<file path="src/hdl/pfe_pkg.sv">
// Package for the palette fade engine: sizes, codes, payload and divider types.
package pfe_pkg;

   localparam int ENTRIES   = 16;
   localparam int IDX_W     = 4;
   localparam int COLOR_W   = 12;
   localparam int CHAN_W    = 4;
   localparam int CHANNELS  = COLOR_W / CHAN_W;
   localparam int FRAC_BITS = 10;
   localparam int DIM_W     = FRAC_BITS + 1;
   localparam int STEP_W    = 8;
   localparam int DEN_W     = STEP_W + 4;
   localparam int DIV_W     = FRAC_BITS + DEN_W + 1;
   localparam int DCNT_W    = $clog2(DIV_W);

   localparam logic [DIM_W-1:0] ONE_Q   = DIM_W'(1 << FRAC_BITS);
   localparam logic [DIM_W-1:0] DIM_END = DIM_W'(((1 << FRAC_BITS) * 3 + 5) / 10);

   localparam logic [STEP_W-1:0] STEPS_RESET = STEP_W'(16);

   localparam logic [2:0] REQ_LOAD       = 3'd0;
   localparam logic [2:0] REQ_START_OUT  = 3'd1;
   localparam logic [2:0] REQ_START_IN   = 3'd2;
   localparam logic [2:0] REQ_START_DIM  = 3'd3;
   localparam logic [2:0] REQ_START_SWSH = 3'd4;
   localparam logic [2:0] REQ_TICK       = 3'd5;

   localparam logic CSR_FADE_STEPS   = 1'b0;
   localparam logic CSR_SWOOSH_STEPS = 1'b1;

   typedef struct packed {
      logic [2:0]         req_type;
      logic               cancel_req;
      logic [IDX_W-1:0]   entry_index;
      logic [COLOR_W-1:0] color_word;
   } pfe_req_type;

   typedef struct packed {
      logic [IDX_W-1:0]   out_index;
      logic [COLOR_W-1:0] out_color;
      logic               still_running;
      logic               fade_active;
      logic               last_entry;
   } pfe_rsp_type;

   typedef struct packed {
      logic             start;
      logic [DIV_W-1:0] dividend;
      logic [DEN_W-1:0] divisor;
   } div_cmd_type;

   typedef struct packed {
      logic             done;
      logic [DIV_W-1:0] quotient;
   } div_rsp_type;

endpackage

</file>
<file path="src/hdl/pfe_divider.sv">
// Restoring divider, one quotient bit per cycle, shared by all fade modes.
module pfe_divider
   import pfe_pkg::*;
(
   input  logic        clock,
   input  logic        reset,
   input  div_cmd_type div_cmd,
   output div_rsp_type div_rsp
);

   logic              busy_ff;
   logic              done_ff;
   logic [DCNT_W-1:0] cnt_ff;
   logic [DEN_W-1:0]  rem_ff;
   logic [DIV_W-1:0]  quo_ff;
   logic [DEN_W-1:0]  den_ff;

   logic [DEN_W:0]    shifted;
   logic              fits;
   logic [DEN_W:0]    diff;

   assign shifted = {rem_ff, quo_ff[DIV_W-1]};
   assign fits    = shifted >= {1'b0, den_ff};
   assign diff    = shifted - {1'b0, den_ff};

   always_ff @(posedge clock) begin
      if (reset) begin
         busy_ff <= 1'b0;
         done_ff <= 1'b0;
         cnt_ff  <= '0;
      end else begin
         done_ff <= 1'b0;
         if (div_cmd.start) begin
            busy_ff <= 1'b1;
            cnt_ff  <= DCNT_W'(DIV_W - 1);
            rem_ff  <= '0;
            quo_ff  <= div_cmd.dividend;
            den_ff  <= div_cmd.divisor;
         end else if (busy_ff) begin
            rem_ff <= fits ? diff[DEN_W-1:0] : shifted[DEN_W-1:0];
            quo_ff <= {quo_ff[DIV_W-2:0], fits};
            cnt_ff <= cnt_ff - 1'b1;
            if (cnt_ff == '0) begin
               busy_ff <= 1'b0;
               done_ff <= 1'b1;
            end
         end
      end
   end

   assign div_rsp.done     = done_ff;
   assign div_rsp.quotient = quo_ff;

endmodule

</file>
<file path="src/hdl/pfe_scaler.sv">
// Brightness scaler: each RGB444 channel times a Q1.10 level, rounded and clamped.
module pfe_scaler
   import pfe_pkg::*;
(
   input  logic [COLOR_W-1:0] color_in,
   input  logic [DIM_W-1:0]   level,
   output logic [COLOR_W-1:0] color_out
);

   logic [CHAN_W+DIM_W-1:0] prod [CHANNELS];
   logic [CHAN_W+DIM_W:0]   sum  [CHANNELS];
   logic [CHAN_W+1:0]       val  [CHANNELS];

   always_comb begin
      for (int ch = 0; ch < CHANNELS; ch++) begin
         prod[ch] = (CHAN_W+DIM_W)'(color_in[ch*CHAN_W +: CHAN_W]) *
                    (CHAN_W+DIM_W)'(level);
         sum[ch]  = {1'b0, prod[ch]} + (CHAN_W+DIM_W+1)'(1 << (FRAC_BITS - 1));
         val[ch]  = sum[ch][CHAN_W+DIM_W -: CHAN_W+2];
         color_out[ch*CHAN_W +: CHAN_W] = (val[ch] > (CHAN_W+2)'(15)) ?
                                          CHAN_W'(15) : val[ch][CHAN_W-1:0];
      end
   end

endmodule

</file>
<file path="src/hdl/palette_fade_engine_unit.sv">
// Top level of the palette fade engine: palette store, sequencer and result register.
//
//  channel | ports                              | transfer when
//  --------+------------------------------------+-------------------------
//  request | req_valid, req_stall, req_data     | req_valid & !req_stall
//  result  | rsp_valid, rsp_stall, rsp_data     | rsp_valid & !rsp_stall
//  config  | csr_wr_en, csr_index, csr_wdata    | csr_wr_en
//
// An item passes an accept state, a decode state and an emit state with sixteen results.
// A tick that keeps a fade running also passes the divide state, using the shared divider.
// The result register accepts a new entry whenever it is empty or being taken;
// a stalled result holds the sequencer in the emit state.
// Synchronous reset: both palettes cleared, no fade running, step registers at 16.
module palette_fade_engine_unit
   import pfe_pkg::*;
(
   input  logic              clock,
   input  logic              reset,
   input  logic              req_valid,
   output logic              req_stall,
   input  pfe_req_type       req_data,
   output logic              rsp_valid,
   input  logic              rsp_stall,
   output pfe_rsp_type       rsp_data,
   input  logic              csr_wr_en,
   input  logic              csr_index,
   input  logic [STEP_W-1:0] csr_wdata
);

   localparam logic [1:0] ST_IDLE   = 2'd0;
   localparam logic [1:0] ST_DECODE = 2'd1;
   localparam logic [1:0] ST_DIV    = 2'd2;
   localparam logic [1:0] ST_EMIT   = 2'd3;

   localparam logic [2:0] MODE_NONE   = 3'd0;
   localparam logic [2:0] MODE_OUT    = 3'd1;
   localparam logic [2:0] MODE_IN     = 3'd2;
   localparam logic [2:0] MODE_DIM    = 3'd3;
   localparam logic [2:0] MODE_SWOOSH = 3'd4;

   localparam logic [2:0] PASS_KEEP  = 3'd0;
   localparam logic [2:0] PASS_COPY  = 3'd1;
   localparam logic [2:0] PASS_BLACK = 3'd2;
   localparam logic [2:0] PASS_DIM   = 3'd3;
   localparam logic [2:0] PASS_LIT   = 3'd4;

   logic [1:0]         state_ff;
   pfe_req_type        item_ff;
   logic [STEP_W-1:0]  fade_steps_ff;
   logic [STEP_W-1:0]  swoosh_steps_ff;
   logic [COLOR_W-1:0] saved_ff [ENTRIES];
   logic [COLOR_W-1:0] shown_ff [ENTRIES];
   logic [2:0]         mode_ff;
   logic [STEP_W-1:0]  count_ff;
   logic [STEP_W-1:0]  total_ff;
   logic [DIM_W-1:0]   dim_ff;
   logic               running_ff;
   logic               run_out_ff;
   logic [2:0]         pass_ff;
   logic               div_lit_ff;
   logic [IDX_W-1:0]   lit_ff;
   logic [IDX_W-1:0]   idx_ff;
   logic               rsp_valid_ff;
   pfe_rsp_type        rsp_data_ff;

   logic [STEP_W-1:0]  count_in;
   logic               tick_end;
   logic [DEN_W-1:0]   den10;
   logic [DEN_W-1:0]   s7;
   logic [DEN_W-1:0]   dim_diff;
   logic               div_go;
   div_cmd_type        div_cmd;
   div_rsp_type        div_rsp;
   logic [COLOR_W-1:0] cur_saved;
   logic [COLOR_W-1:0] cur_shown;
   logic [COLOR_W-1:0] scaled;
   logic [COLOR_W-1:0] new_color;
   logic               out_free;
   logic [2:0]         pass_in;
   logic               rsp_valid_in;

   pfe_divider u_divider (
      .clock   (clock),
      .reset   (reset),
      .div_cmd (div_cmd),
      .div_rsp (div_rsp)
   );

   pfe_scaler u_scaler (
      .color_in  (cur_saved),
      .level     (dim_ff),
      .color_out (scaled)
   );

   assign req_stall = (state_ff != ST_IDLE);
   assign rsp_valid = rsp_valid_ff;
   assign rsp_data  = rsp_data_ff;
   assign out_free  = !rsp_valid_ff || !rsp_stall;
   assign rsp_valid_in = ((state_ff == ST_EMIT) && out_free) || (rsp_valid_ff && rsp_stall);

   assign count_in = count_ff + 1'b1;
   assign tick_end = count_in >= total_ff;
   assign den10    = (DEN_W'(total_ff) << 3) + (DEN_W'(total_ff) << 1);
   assign s7       = (DEN_W'(count_in) << 3) - DEN_W'(count_in);
   assign dim_diff = den10 - s7;

   assign div_go = (state_ff == ST_DECODE) && !item_ff.cancel_req &&
                   (item_ff.req_type == REQ_TICK) && running_ff && !tick_end &&
                   (mode_ff == MODE_OUT || mode_ff == MODE_IN ||
                    mode_ff == MODE_DIM || mode_ff == MODE_SWOOSH);

   always_comb begin
      pass_in = PASS_KEEP;
      if (item_ff.cancel_req) begin
         pass_in = PASS_COPY;
      end else if (item_ff.req_type == REQ_START_SWSH) begin
         pass_in = PASS_BLACK;
      end else if ((item_ff.req_type == REQ_TICK) && running_ff && tick_end) begin
         pass_in = PASS_DIM;
      end
   end

   always_comb begin
      div_cmd.start    = div_go;
      div_cmd.dividend = '0;
      div_cmd.divisor  = DEN_W'(total_ff);
      unique case (mode_ff) inside
         MODE_OUT: begin
            div_cmd.dividend = (DIV_W'(total_ff - count_in) << FRAC_BITS) +
                               DIV_W'(total_ff >> 1);
         end
         MODE_IN: begin
            div_cmd.dividend = (DIV_W'(count_in) << FRAC_BITS) + DIV_W'(total_ff >> 1);
         end
         MODE_DIM: begin
            div_cmd.dividend = (DIV_W'(dim_diff) << FRAC_BITS) + DIV_W'(den10 >> 1);
            div_cmd.divisor  = den10;
         end
         MODE_SWOOSH: begin
            div_cmd.dividend = DIV_W'(count_in) << IDX_W;
         end
         default: begin
            div_cmd.dividend = '0;
         end
      endcase
   end

   assign cur_saved = saved_ff[idx_ff];
   assign cur_shown = shown_ff[idx_ff];

   always_comb begin
      case (pass_ff)
         PASS_COPY:  new_color = cur_saved;
         PASS_BLACK: new_color = '0;
         PASS_DIM:   new_color = scaled;
         PASS_LIT:   new_color = (idx_ff <= lit_ff) ? cur_saved : '0;
         default:    new_color = cur_shown;
      endcase
   end

   always_ff @(posedge clock) begin
      if (reset) begin
         state_ff        <= ST_IDLE;
         fade_steps_ff   <= STEPS_RESET;
         swoosh_steps_ff <= STEPS_RESET;
         for (int i = 0; i < ENTRIES; i++) begin
            saved_ff[i] <= '0;
            shown_ff[i] <= '0;
         end
         mode_ff      <= MODE_NONE;
         count_ff     <= '0;
         total_ff     <= '0;
         dim_ff       <= ONE_Q;
         running_ff   <= 1'b0;
         run_out_ff   <= 1'b0;
         pass_ff      <= PASS_KEEP;
         div_lit_ff   <= 1'b0;
         lit_ff       <= '0;
         idx_ff       <= '0;
         rsp_valid_ff <= 1'b0;
      end else begin
         if (csr_wr_en) begin
            unique case (csr_index)
               CSR_FADE_STEPS:   fade_steps_ff   <= csr_wdata;
               CSR_SWOOSH_STEPS: swoosh_steps_ff <= csr_wdata;
               default:          fade_steps_ff   <= fade_steps_ff;
            endcase
         end

         rsp_valid_ff <= rsp_valid_in;

         unique case (state_ff)
            ST_IDLE: begin
               if (req_valid) begin
                  item_ff  <= req_data;
                  state_ff <= ST_DECODE;
               end
            end
            ST_DECODE: begin
               run_out_ff <= div_go;
               div_lit_ff <= (mode_ff == MODE_SWOOSH);
               pass_ff    <= pass_in;
               idx_ff     <= '0;
               state_ff   <= div_go ? ST_DIV : ST_EMIT;
               if (item_ff.cancel_req) begin
                  running_ff <= 1'b0;
                  mode_ff    <= MODE_NONE;
                  dim_ff     <= ONE_Q;
               end else begin
                  unique case (item_ff.req_type) inside
                     REQ_LOAD: begin
                        if ({1'b0, item_ff.entry_index} < (IDX_W+1)'(ENTRIES)) begin
                           saved_ff[item_ff.entry_index] <= item_ff.color_word;
                           shown_ff[item_ff.entry_index] <= item_ff.color_word;
                        end
                     end
                     REQ_START_OUT, REQ_START_IN, REQ_START_DIM, REQ_START_SWSH: begin
                        count_ff   <= '0;
                        running_ff <= 1'b1;
                        unique case (item_ff.req_type) inside
                           REQ_START_OUT: begin
                              mode_ff  <= MODE_OUT;
                              total_ff <= fade_steps_ff;
                              dim_ff   <= ONE_Q;
                           end
                           REQ_START_IN: begin
                              mode_ff  <= MODE_IN;
                              total_ff <= fade_steps_ff;
                              dim_ff   <= '0;
                           end
                           REQ_START_DIM: begin
                              mode_ff  <= MODE_DIM;
                              total_ff <= fade_steps_ff >> 1;
                              dim_ff   <= ONE_Q;
                           end
                           default: begin
                              mode_ff  <= MODE_SWOOSH;
                              total_ff <= swoosh_steps_ff;
                              dim_ff   <= '0;
                           end
                        endcase
                     end
                     REQ_TICK: begin
                        if (running_ff) begin
                           count_ff <= count_in;
                           if (tick_end) begin
                              running_ff <= 1'b0;
                              unique case (mode_ff) inside
                                 MODE_OUT:              dim_ff <= '0;
                                 MODE_IN, MODE_SWOOSH:  dim_ff <= ONE_Q;
                                 MODE_DIM:              dim_ff <= DIM_END;
                                 default:               dim_ff <= dim_ff;
                              endcase
                           end else if (!div_go) begin
                              running_ff <= 1'b0;
                           end
                        end
                     end
                     default: ;
                  endcase
               end
            end
            ST_DIV: begin
               if (div_rsp.done) begin
                  if (div_lit_ff) begin
                     lit_ff  <= div_rsp.quotient[IDX_W-1:0];
                     pass_ff <= PASS_LIT;
                  end else begin
                     dim_ff  <= div_rsp.quotient[DIM_W-1:0];
                     pass_ff <= PASS_DIM;
                  end
                  state_ff <= ST_EMIT;
               end
            end
            ST_EMIT: begin
               if (out_free) begin
                  shown_ff[idx_ff]          <= new_color;
                  rsp_data_ff.out_index     <= idx_ff;
                  rsp_data_ff.out_color     <= new_color;
                  rsp_data_ff.still_running <= run_out_ff;
                  rsp_data_ff.fade_active   <= running_ff;
                  rsp_data_ff.last_entry    <= (idx_ff == IDX_W'(ENTRIES - 1));
                  idx_ff                    <= idx_ff + 1'b1;
                  if (idx_ff == IDX_W'(ENTRIES - 1)) begin
                     state_ff <= ST_IDLE;
                  end
               end
            end
            default: begin
               state_ff <= ST_IDLE;
            end
         endcase
      end
   end

   a_run_has_mode : assert property (@(posedge clock) disable iff (reset)
      running_ff |-> (mode_ff != MODE_NONE))
      else $error("fade running without a mode");

   a_count_in_range : assert property (@(posedge clock) disable iff (reset)
      running_ff |-> ((count_ff < total_ff) || (count_ff == '0)))
      else $error("step count past total while running");

   a_div_done_in_div : assert property (@(posedge clock) disable iff (reset)
      div_rsp.done |-> (state_ff == ST_DIV))
      else $error("divider result outside the divide state");

   a_div_start_idle : assert property (@(posedge clock) disable iff (reset)
      div_cmd.start |=> (state_ff == ST_DIV))
      else $error("divider started without waiting for it");

endmodule
</file>
<file path="config.mk">
export PLATFORM = sky130hd
export DESIGN_NAME = palette_fade_engine_unit
export DESIGN_NICKNAME = d
export VERILOG_FILES = /design/src/hdl/pfe_pkg.sv /design/src/hdl/pfe_divider.sv /design/src/hdl/pfe_scaler.sv /design/src/hdl/palette_fade_engine_unit.sv
export SDC_FILE = /design/constraint.sdc
export NUM_CORES = 1
export LEC_CHECK = 0
export ABC_AREA = 0
export BUFFER_PORTS_ARGS = -buffer_cell sky130_fd_sc_hd__buf_2
export CAP_MARGIN = 15
export CORE_ASPECT_RATIO = 1.25
export CORE_MARGIN = 2
export CORE_UTILIZATION = 45
export CTS_BUF_LIST = sky130_fd_sc_hd__clkbuf_8
export CTS_CLUSTER_DIAMETER = 100
export DETAILED_ROUTE_END_ITERATION = 6
export PLACE_DENSITY = 0.57
export SLEW_MARGIN = 30
export SYNTH_ARGS = -nofsm -noshare
export SYNTH_HDL_FRONTEND = slang
export SYNTH_SLANG_ARGS = --single-unit
</file>
<file path="constraint.sdc">
create_clock -name clock -period 7 [get_ports clock]
set_clock_uncertainty 0.05 [all_clocks]
set_input_delay 0 -clock clock [delete_from_list [all_inputs] [get_ports clock]]
set_output_delay 0 -clock clock [all_outputs]
set_load 0.01 [all_outputs]
</file>
### After elaboration in Yosys (flattened, before gate mapping)

Memory sizes are Yosys's and may differ from the RTL's. A register that Yosys moved wholly into a read port is not among the register bits.
Cells that the tools add are included.
Widths: inputs -> output; s select.

* $add $sub $neg: 14
* $mul: 3
* divide/modulo/power cells: 0
* magnitude comparators: 6
* equal/unequal tests: 27
* shift-type cells: 0
* mux-type cells: 75
* bitwise operators: 4
* reduce and logical (&&, ||, !) cells: 52

Operators by type and width (count)
* $pmux 23 s4: 1
* $mux 12: 6
* $mux 11: 6
* $add 15x10->16 const B: 3
* $pmux 12 s4: 1
* $mux 23: 2
* $mul 4x11->15: 3
* $mux 4: 11
* $pmux 11 s2: 2
* $reduce_or 12->1: 3
* $pmux 11 s3: 1
* $pmux 8 s2: 2
* $sub 12x12->12: 2
* $add 22x11->23: 1
* $mux 1: 23
* $add 19x8->20: 1
* $add 18x7->19: 1
* $eq 3x2->1 const B: 6
* $gt 6x4->1 const B: 3
* $mux 3: 6
* $mux 8: 2
* $reduce_and 2->1: 8
* $ge 13x12->1: 1
* $add 11x9->12: 1
* 39 further kinds: 85

* register bits after elaboration: 156
* bits in latches: 0
* memory bits (writable): 384
* ROM bits: 0
* input bits: 34
* output and inout bits: 21
* word-level logic and storage cells: 214
* memories kept: 2

Memories
* saved_ff: depth 16, bits a word 12, read ports 1, clocked after memory_dff 1, write ports 16, RTL line palette_fade_engine_unit.sv:51 `logic [COLOR_W-1:0] saved_ff [ENTRIES];`
* shown_ff: depth 16, bits a word 12, read ports 1, clocked after memory_dff 1, write ports 16, RTL line palette_fade_engine_unit.sv:52 `logic [COLOR_W-1:0] shown_ff [ENTRIES];`

### Logic depth before layout (Yosys ltp)

* depth after elaboration: 11
* gate-level depth with buffers: 24
* gate-level depth less buffers: 19

### Cells and area by module

A second synthesis with hierarchy kept.

* cell total of the unflattened synthesis: 2707
* area total of the unflattened synthesis: 31821.8 sq um

Modules (own cells, without submodules)
* palette_fade_engine_unit: instances 1, cells an instance 2061, area each 25286.8 sq um, seq. area each 14043.5 sq um
* pfe_scaler: instances 1, cells an instance 420, area each 3722.3 sq um, seq. area each 0.0 sq um
* pfe_divider: instances 1, cells an instance 226, area each 2812.7 sq um, seq. area each 1551.5 sq um

### Least setup slack after synthesis

OpenSTA, ideal clock, no wires.

* path type: reg-to-reg
* start point: register (tool-made name)
* end point: memory shown_ff[8][2] (data pin)
* arrival time: 6059 ps
* slack: 625 ps
* stages on the path, launching flop included: 22
* buffers on the path: 5
* period minus slack after synthesis: 6375 ps
* path through: dfxtp_1 buf_2 buf_2 buf_1 mux4_2 mux4_2 clkbuf_1 and2_1 fa_1 fa_1 fa_1 ha_1 and4_1 and2_1 or3_1 a31o_2 nor3b_1 nor3_2 o21ai_1 a221oi_4 buf_2 nor2_1

RTL lines (RTL line)
* to (decl): palette_fade_engine_unit.sv:52

==> reports/summary.log <==
qor: power_and_ir_drop.power.density_cell_area 237 nW/um^2
qor: grt.first_global_vias 21300
qor: clock_tree.clockBufferDepth 3
qor: synth.post_synth_fa_ha_maj_area_fraction 9.91%
qor: setup_path.timing.rr.end shown_ff[8][3]
qor: floorplanning.area_of_the_core 66700 sq um
qor: grt.grt_max_degree 60
qor: timing.finalSetupTns 0 ns
qor: setup_path.reg2reg_setup_slack 0.45 ns
qor: clock_tree.cts.root.buffer_cell clkbuf_8
qor: grt.first_pass_grt_wire_length 130 mm
qor: hold_path.worst_hold_path_type input pin to flop
qor: synth.ys_seq_area_share 51.5%
qor: hold_path.hp-start req_data[2]
qor: route.drt-pass1-iter-count 6
qor: clock_tree.cts_htree_levels 3
qor: grt.grt-ovfl-total 0
qor: floorplanning.die_span_x 236 microns
qor: setup_path.ff2ff_path_depth 17
qor: timing.drv_slew 0
qor: synth.dominantRegCellSynth edfxtp_1
qor: placement.placed_cell_area 31400 sq um
qor: synth.synth_area_per_cell 12.0 sq um
qor: placement.place_congestion 0.908
qor: timing.finalCriticalPeriod 6.55 ns
qor: finish.layout-area-overhead-vs-synth 11.8%
qor: setup_path.cp_data_arrival_time 6.94 ns
qor: placement.pre_cts_slack 0.471 ns
qor: grt.track_usage 24.8%
qor: synth.share_of_synthesized_area_spent_on_multiplexers 9.63%
qor: synth.number_of_synthesized_flops_with_an_enable_pin 470
qor: synth.synth_top_area_cell edfxtp_1
qor: placement.numPlacedInstances 3336
qor: power_and_ir_drop.power 0.00802 W
qor: finish.drive_above_1_share 14.7%
qor: synth.synth_top_area_share 46.6%
qor: timing.hold_viol_final 0
qor: finish.layout.cell_area.non_filler 33900 sq um
qor: power_and_ir_drop.cellLeakagePower 13.1 nW
qor: floorplanning.floorplan.initialDensity 45.4%
qor: setup_path.cp-end-kind flop
qor: synth.syn_nets 2765
qor: timing.setup_ws 0.447 ns
qor: synth.post_synthesis_compound_gate_area_fraction 7.54%
qor: setup_path.endpoint_required_time_on_the_critical_path 7.39 ns
qor: route.final_antenna_net_count 0
qor: synth.synth_instances 2529
qor: clock_tree.insertion_delay 0.73 ns
qor: timing.fmaxAchievable 153 MHz
qor: synth.post_synthesis_instance_area 30300 sq um
qor: timing.unrepaired_setup_endpoints_after_global_routing false
qor: clock_tree.number_of_setup_buffers_added_after_cts 0
qor: run.maxCapViolations 0
qor: placement.io_buffers 54
qor: setup_path.criticalPathCategory flop to flop
qor: synth.synthDistinctLibCells 82
qor: timing.tightest_slew 1.03 ns
qor: placement.dp.final_hpwl 58.5 mm
qor: timing.setup-violations-final 0
qor: route.via_count 20600
qor: clock_tree.clock_sink_count 544
qor: setup_path.critical_path.startpoint_type flop
qor: clock_tree.clock_tree_from_tritoncts yes
qor: clock_tree.post_cts_resized 0
qor: setup_path.critPathCapture shown_ff[8][3]
qor: synth.synth_seq_cells 544
qor: run_status.outcome finished clean
qor: synth.postSynth.asyncResetShare 0%
qor: synth.yosys_warnings 0
qor: finish.layout.cells.non_filler 3581
qor: synth.synth_simple_gate_area_share 16.3%
qor: floorplanning.floorplan.io_pins 55
qor: synth.synth_xor_area_share 1.56%
qor: timing.relSlewSlack 31.4%
qor: floorplanning.core.rowCount 106
qor: grt.grt_antenna_before_repair 2
qor: floorplanning.fp.dieH 294 microns
qor: power_and_ir_drop.worst_ir_drop_vdd 0.166 mV
qor: route.detail_route.wirelength 84.9 mm
qor: route.drcViolationCount 0
qor: clock_tree.clkSlewWorstSetupHoldPaths 0.07 ns
qor: route.drt_iter0_drc 1772
qor: floorplanning.die_area 69400 sq um
qor: clock_tree.cts-buffers-inserted 90
qor: setup_path.critical_path.max_fanout 23
qor: synth.synthTopCellsByArea edfxtp_1, mux4_2, and2_1, ha_1, dfxtp_1
qor: timing.fin_crit_sh 93.6%
qor: synth.dominant_combinational_cell_family_by_area_after_synthesis simple AND/OR/NAND/NOR gates
qor: route.vias_per_cell 5.74
qor: finish.fin_nets 2877
qor: route.detail_route.wl_per_cell 23.7 microns
## metal layers
metal,vias to the layer above,wire length [microns],part of all wire (%),GRT usage (%)
li1,9355,-,-,-
met1,10300,34600,41,31.1
met2,726,42100,50,42.9
met3,162,4670,5.5,3.27
met4,0,3530,4.2,11.3
met5,-,0,0,0
## flip-flops by register name, indices dropped and copies added (netlist names), 2 cells and up, named ones only
name / flops
total_ff: 8
fade_steps_ff: 8
item_ff: 20
idx_ff: 4
u_divider.rem_ff: 12
u_divider.cnt_ff: 5
rsp_data: 19
state_ff: 2
swoosh_steps_ff: 8
dim_ff: 11
u_divider.quo_ff: 23
lit_ff: 4
saved_ff: 192
shown_ff: 192
u_divider.den_ff: 12
pass_ff: 3
count_ff: 8
mode_ff: 3
## how the worst min path moves through the flow
| stage | end | slack (ns) | cells past startpoint |
|---|---|---|---|
| after floorplan | item_ff[0] | 0.05 | 0 |
| final | item_ff[2] | 0.06 | 2 |
| after detailed placement | item_ff[5] | 0.13 | 1 |
| after global placement | item_ff[1] | 0.13 | 1 |
| after global routing | item_ff[2] | 0.03 | 2 |
| after CTS | item_ff[2] | 0.003 | 2 |
## where the power goes
part,internal [W],switching (W)
registers,0.00366,0.000162
logic,0.000590,0.000926
clock network,0.00130,0.00138
total,0.00555,0.00247
## cells in the final DEF, fill, tap and decap left out, types with 11 or more instances in the layout
cell type / synthesis / layout
mux2i_1: 17 / 16
edfxtp_1: 470 / 470
or2_2: 26 / 26
ha_1: 139 / 139
and2_1: 286 / 286
nor3_1: 31 / 28
clkinv_2: 0 / 11
clkbuf_8: 0 / 93
a211oi_1: 12 / 12
xnor2_1: 23 / 23
or3_1: 17 / 17
clkinv_1: 1 / 20
dlygate4sd3_1: 0 / 77
nand3_1: 30 / 30
nor2_1: 320 / 316
a22oi_1: 14 / 14
mux4_2: 117 / 117
nor2b_1: 18 / 18
a21o_1: 13 / 13
inv_1: 96 / 128
o21ai_0: 77 / 76
xor2_1: 31 / 30
nand2_1: 159 / 159
buf_2: 13 / 53
a21oi_1: 113 / 113
nand2b_1: 33 / 31
nand4_1: 20 / 20
fa_1: 63 / 63
buf_4: 7 / 41
dfxtp_1: 74 / 71
## Yosys cell counts, drive strengths merged, types with 8 or more instances
library cell and instances:
a311oi 8, a21o 13, and3 10, nor3b 8
xor2 31, or2 26, or3 17, o21ai 83
o21a 8, nand3 30, nand2 159, a31oi 9
clkbuf 116, a211oi 12, nor3 32, nand2b 33
nand4 20, nor2 320, ha 139, buf 39
dfxtp 74, nor2b 18, inv 97, xnor2 23
edfxtp 470, o22ai 10, o31ai 11, and2 287
fa 63, a21oi 114, a22oi 15, mux2i 21
mux4 117
## area by class of cell
cell class	instances	area, sq um
Fill cell	5841	32800
Sequential cell	544	15600
Multi-Input combinational cell	1732	13700
Timing Repair Buffer	175	1430
Clock buffer	93	1280
Tap cell	864	1080
Clock inverter	74	407
Inverter	98	368
Antenna cell	1	2.50
## through the flow
stage / hold WS (ns) / util, %
floorplan: 0.0489 / -
global placement: 0.130 / 47.0
detailed placement: 0.131 / 47.0
CTS: 0.00333 / 50.7
global route: 0.0328 / 50.8
finish: 0.0624 / 50.8
## critical path, cell delays in order (launching register included)
cell and delay [ns]:
dfxtp_4 0.44, buf_12 0.23, mux4_2 0.54, mux4_2 0.64
and2_1 0.24, fa_1 0.44, fa_1 0.50, fa_1 0.50
ha_1 0.34, and4_1 0.22, and2_1 0.17, o31a_1 0.33
o21a_1 0.19, o31a_1 0.25, o31ai_1 0.22, a21oi_1 0.18
o31ai_4 0.64, nor2_1 0.10
## what timing repair did
| action | in CTS | in global routing |
|---|---|---|
| hold endpoints to repair | 84 | 0 |
| endpoints found under the setup margin | 0 | 0 |
| hold buffers | 77 | 0 |
## logic make-up after synthesis
group | after synthesis
XOR/XNOR | 54
multiplexers | 140
buffers and inverters | 253
adder cells (fa/ha/maj) | 202
AND/OR/NAND/NOR | 985
AO/OA/AOI/OAI | 351
flip-flops | 544
No activity file was read; power rests on OpenSTA's default activity.
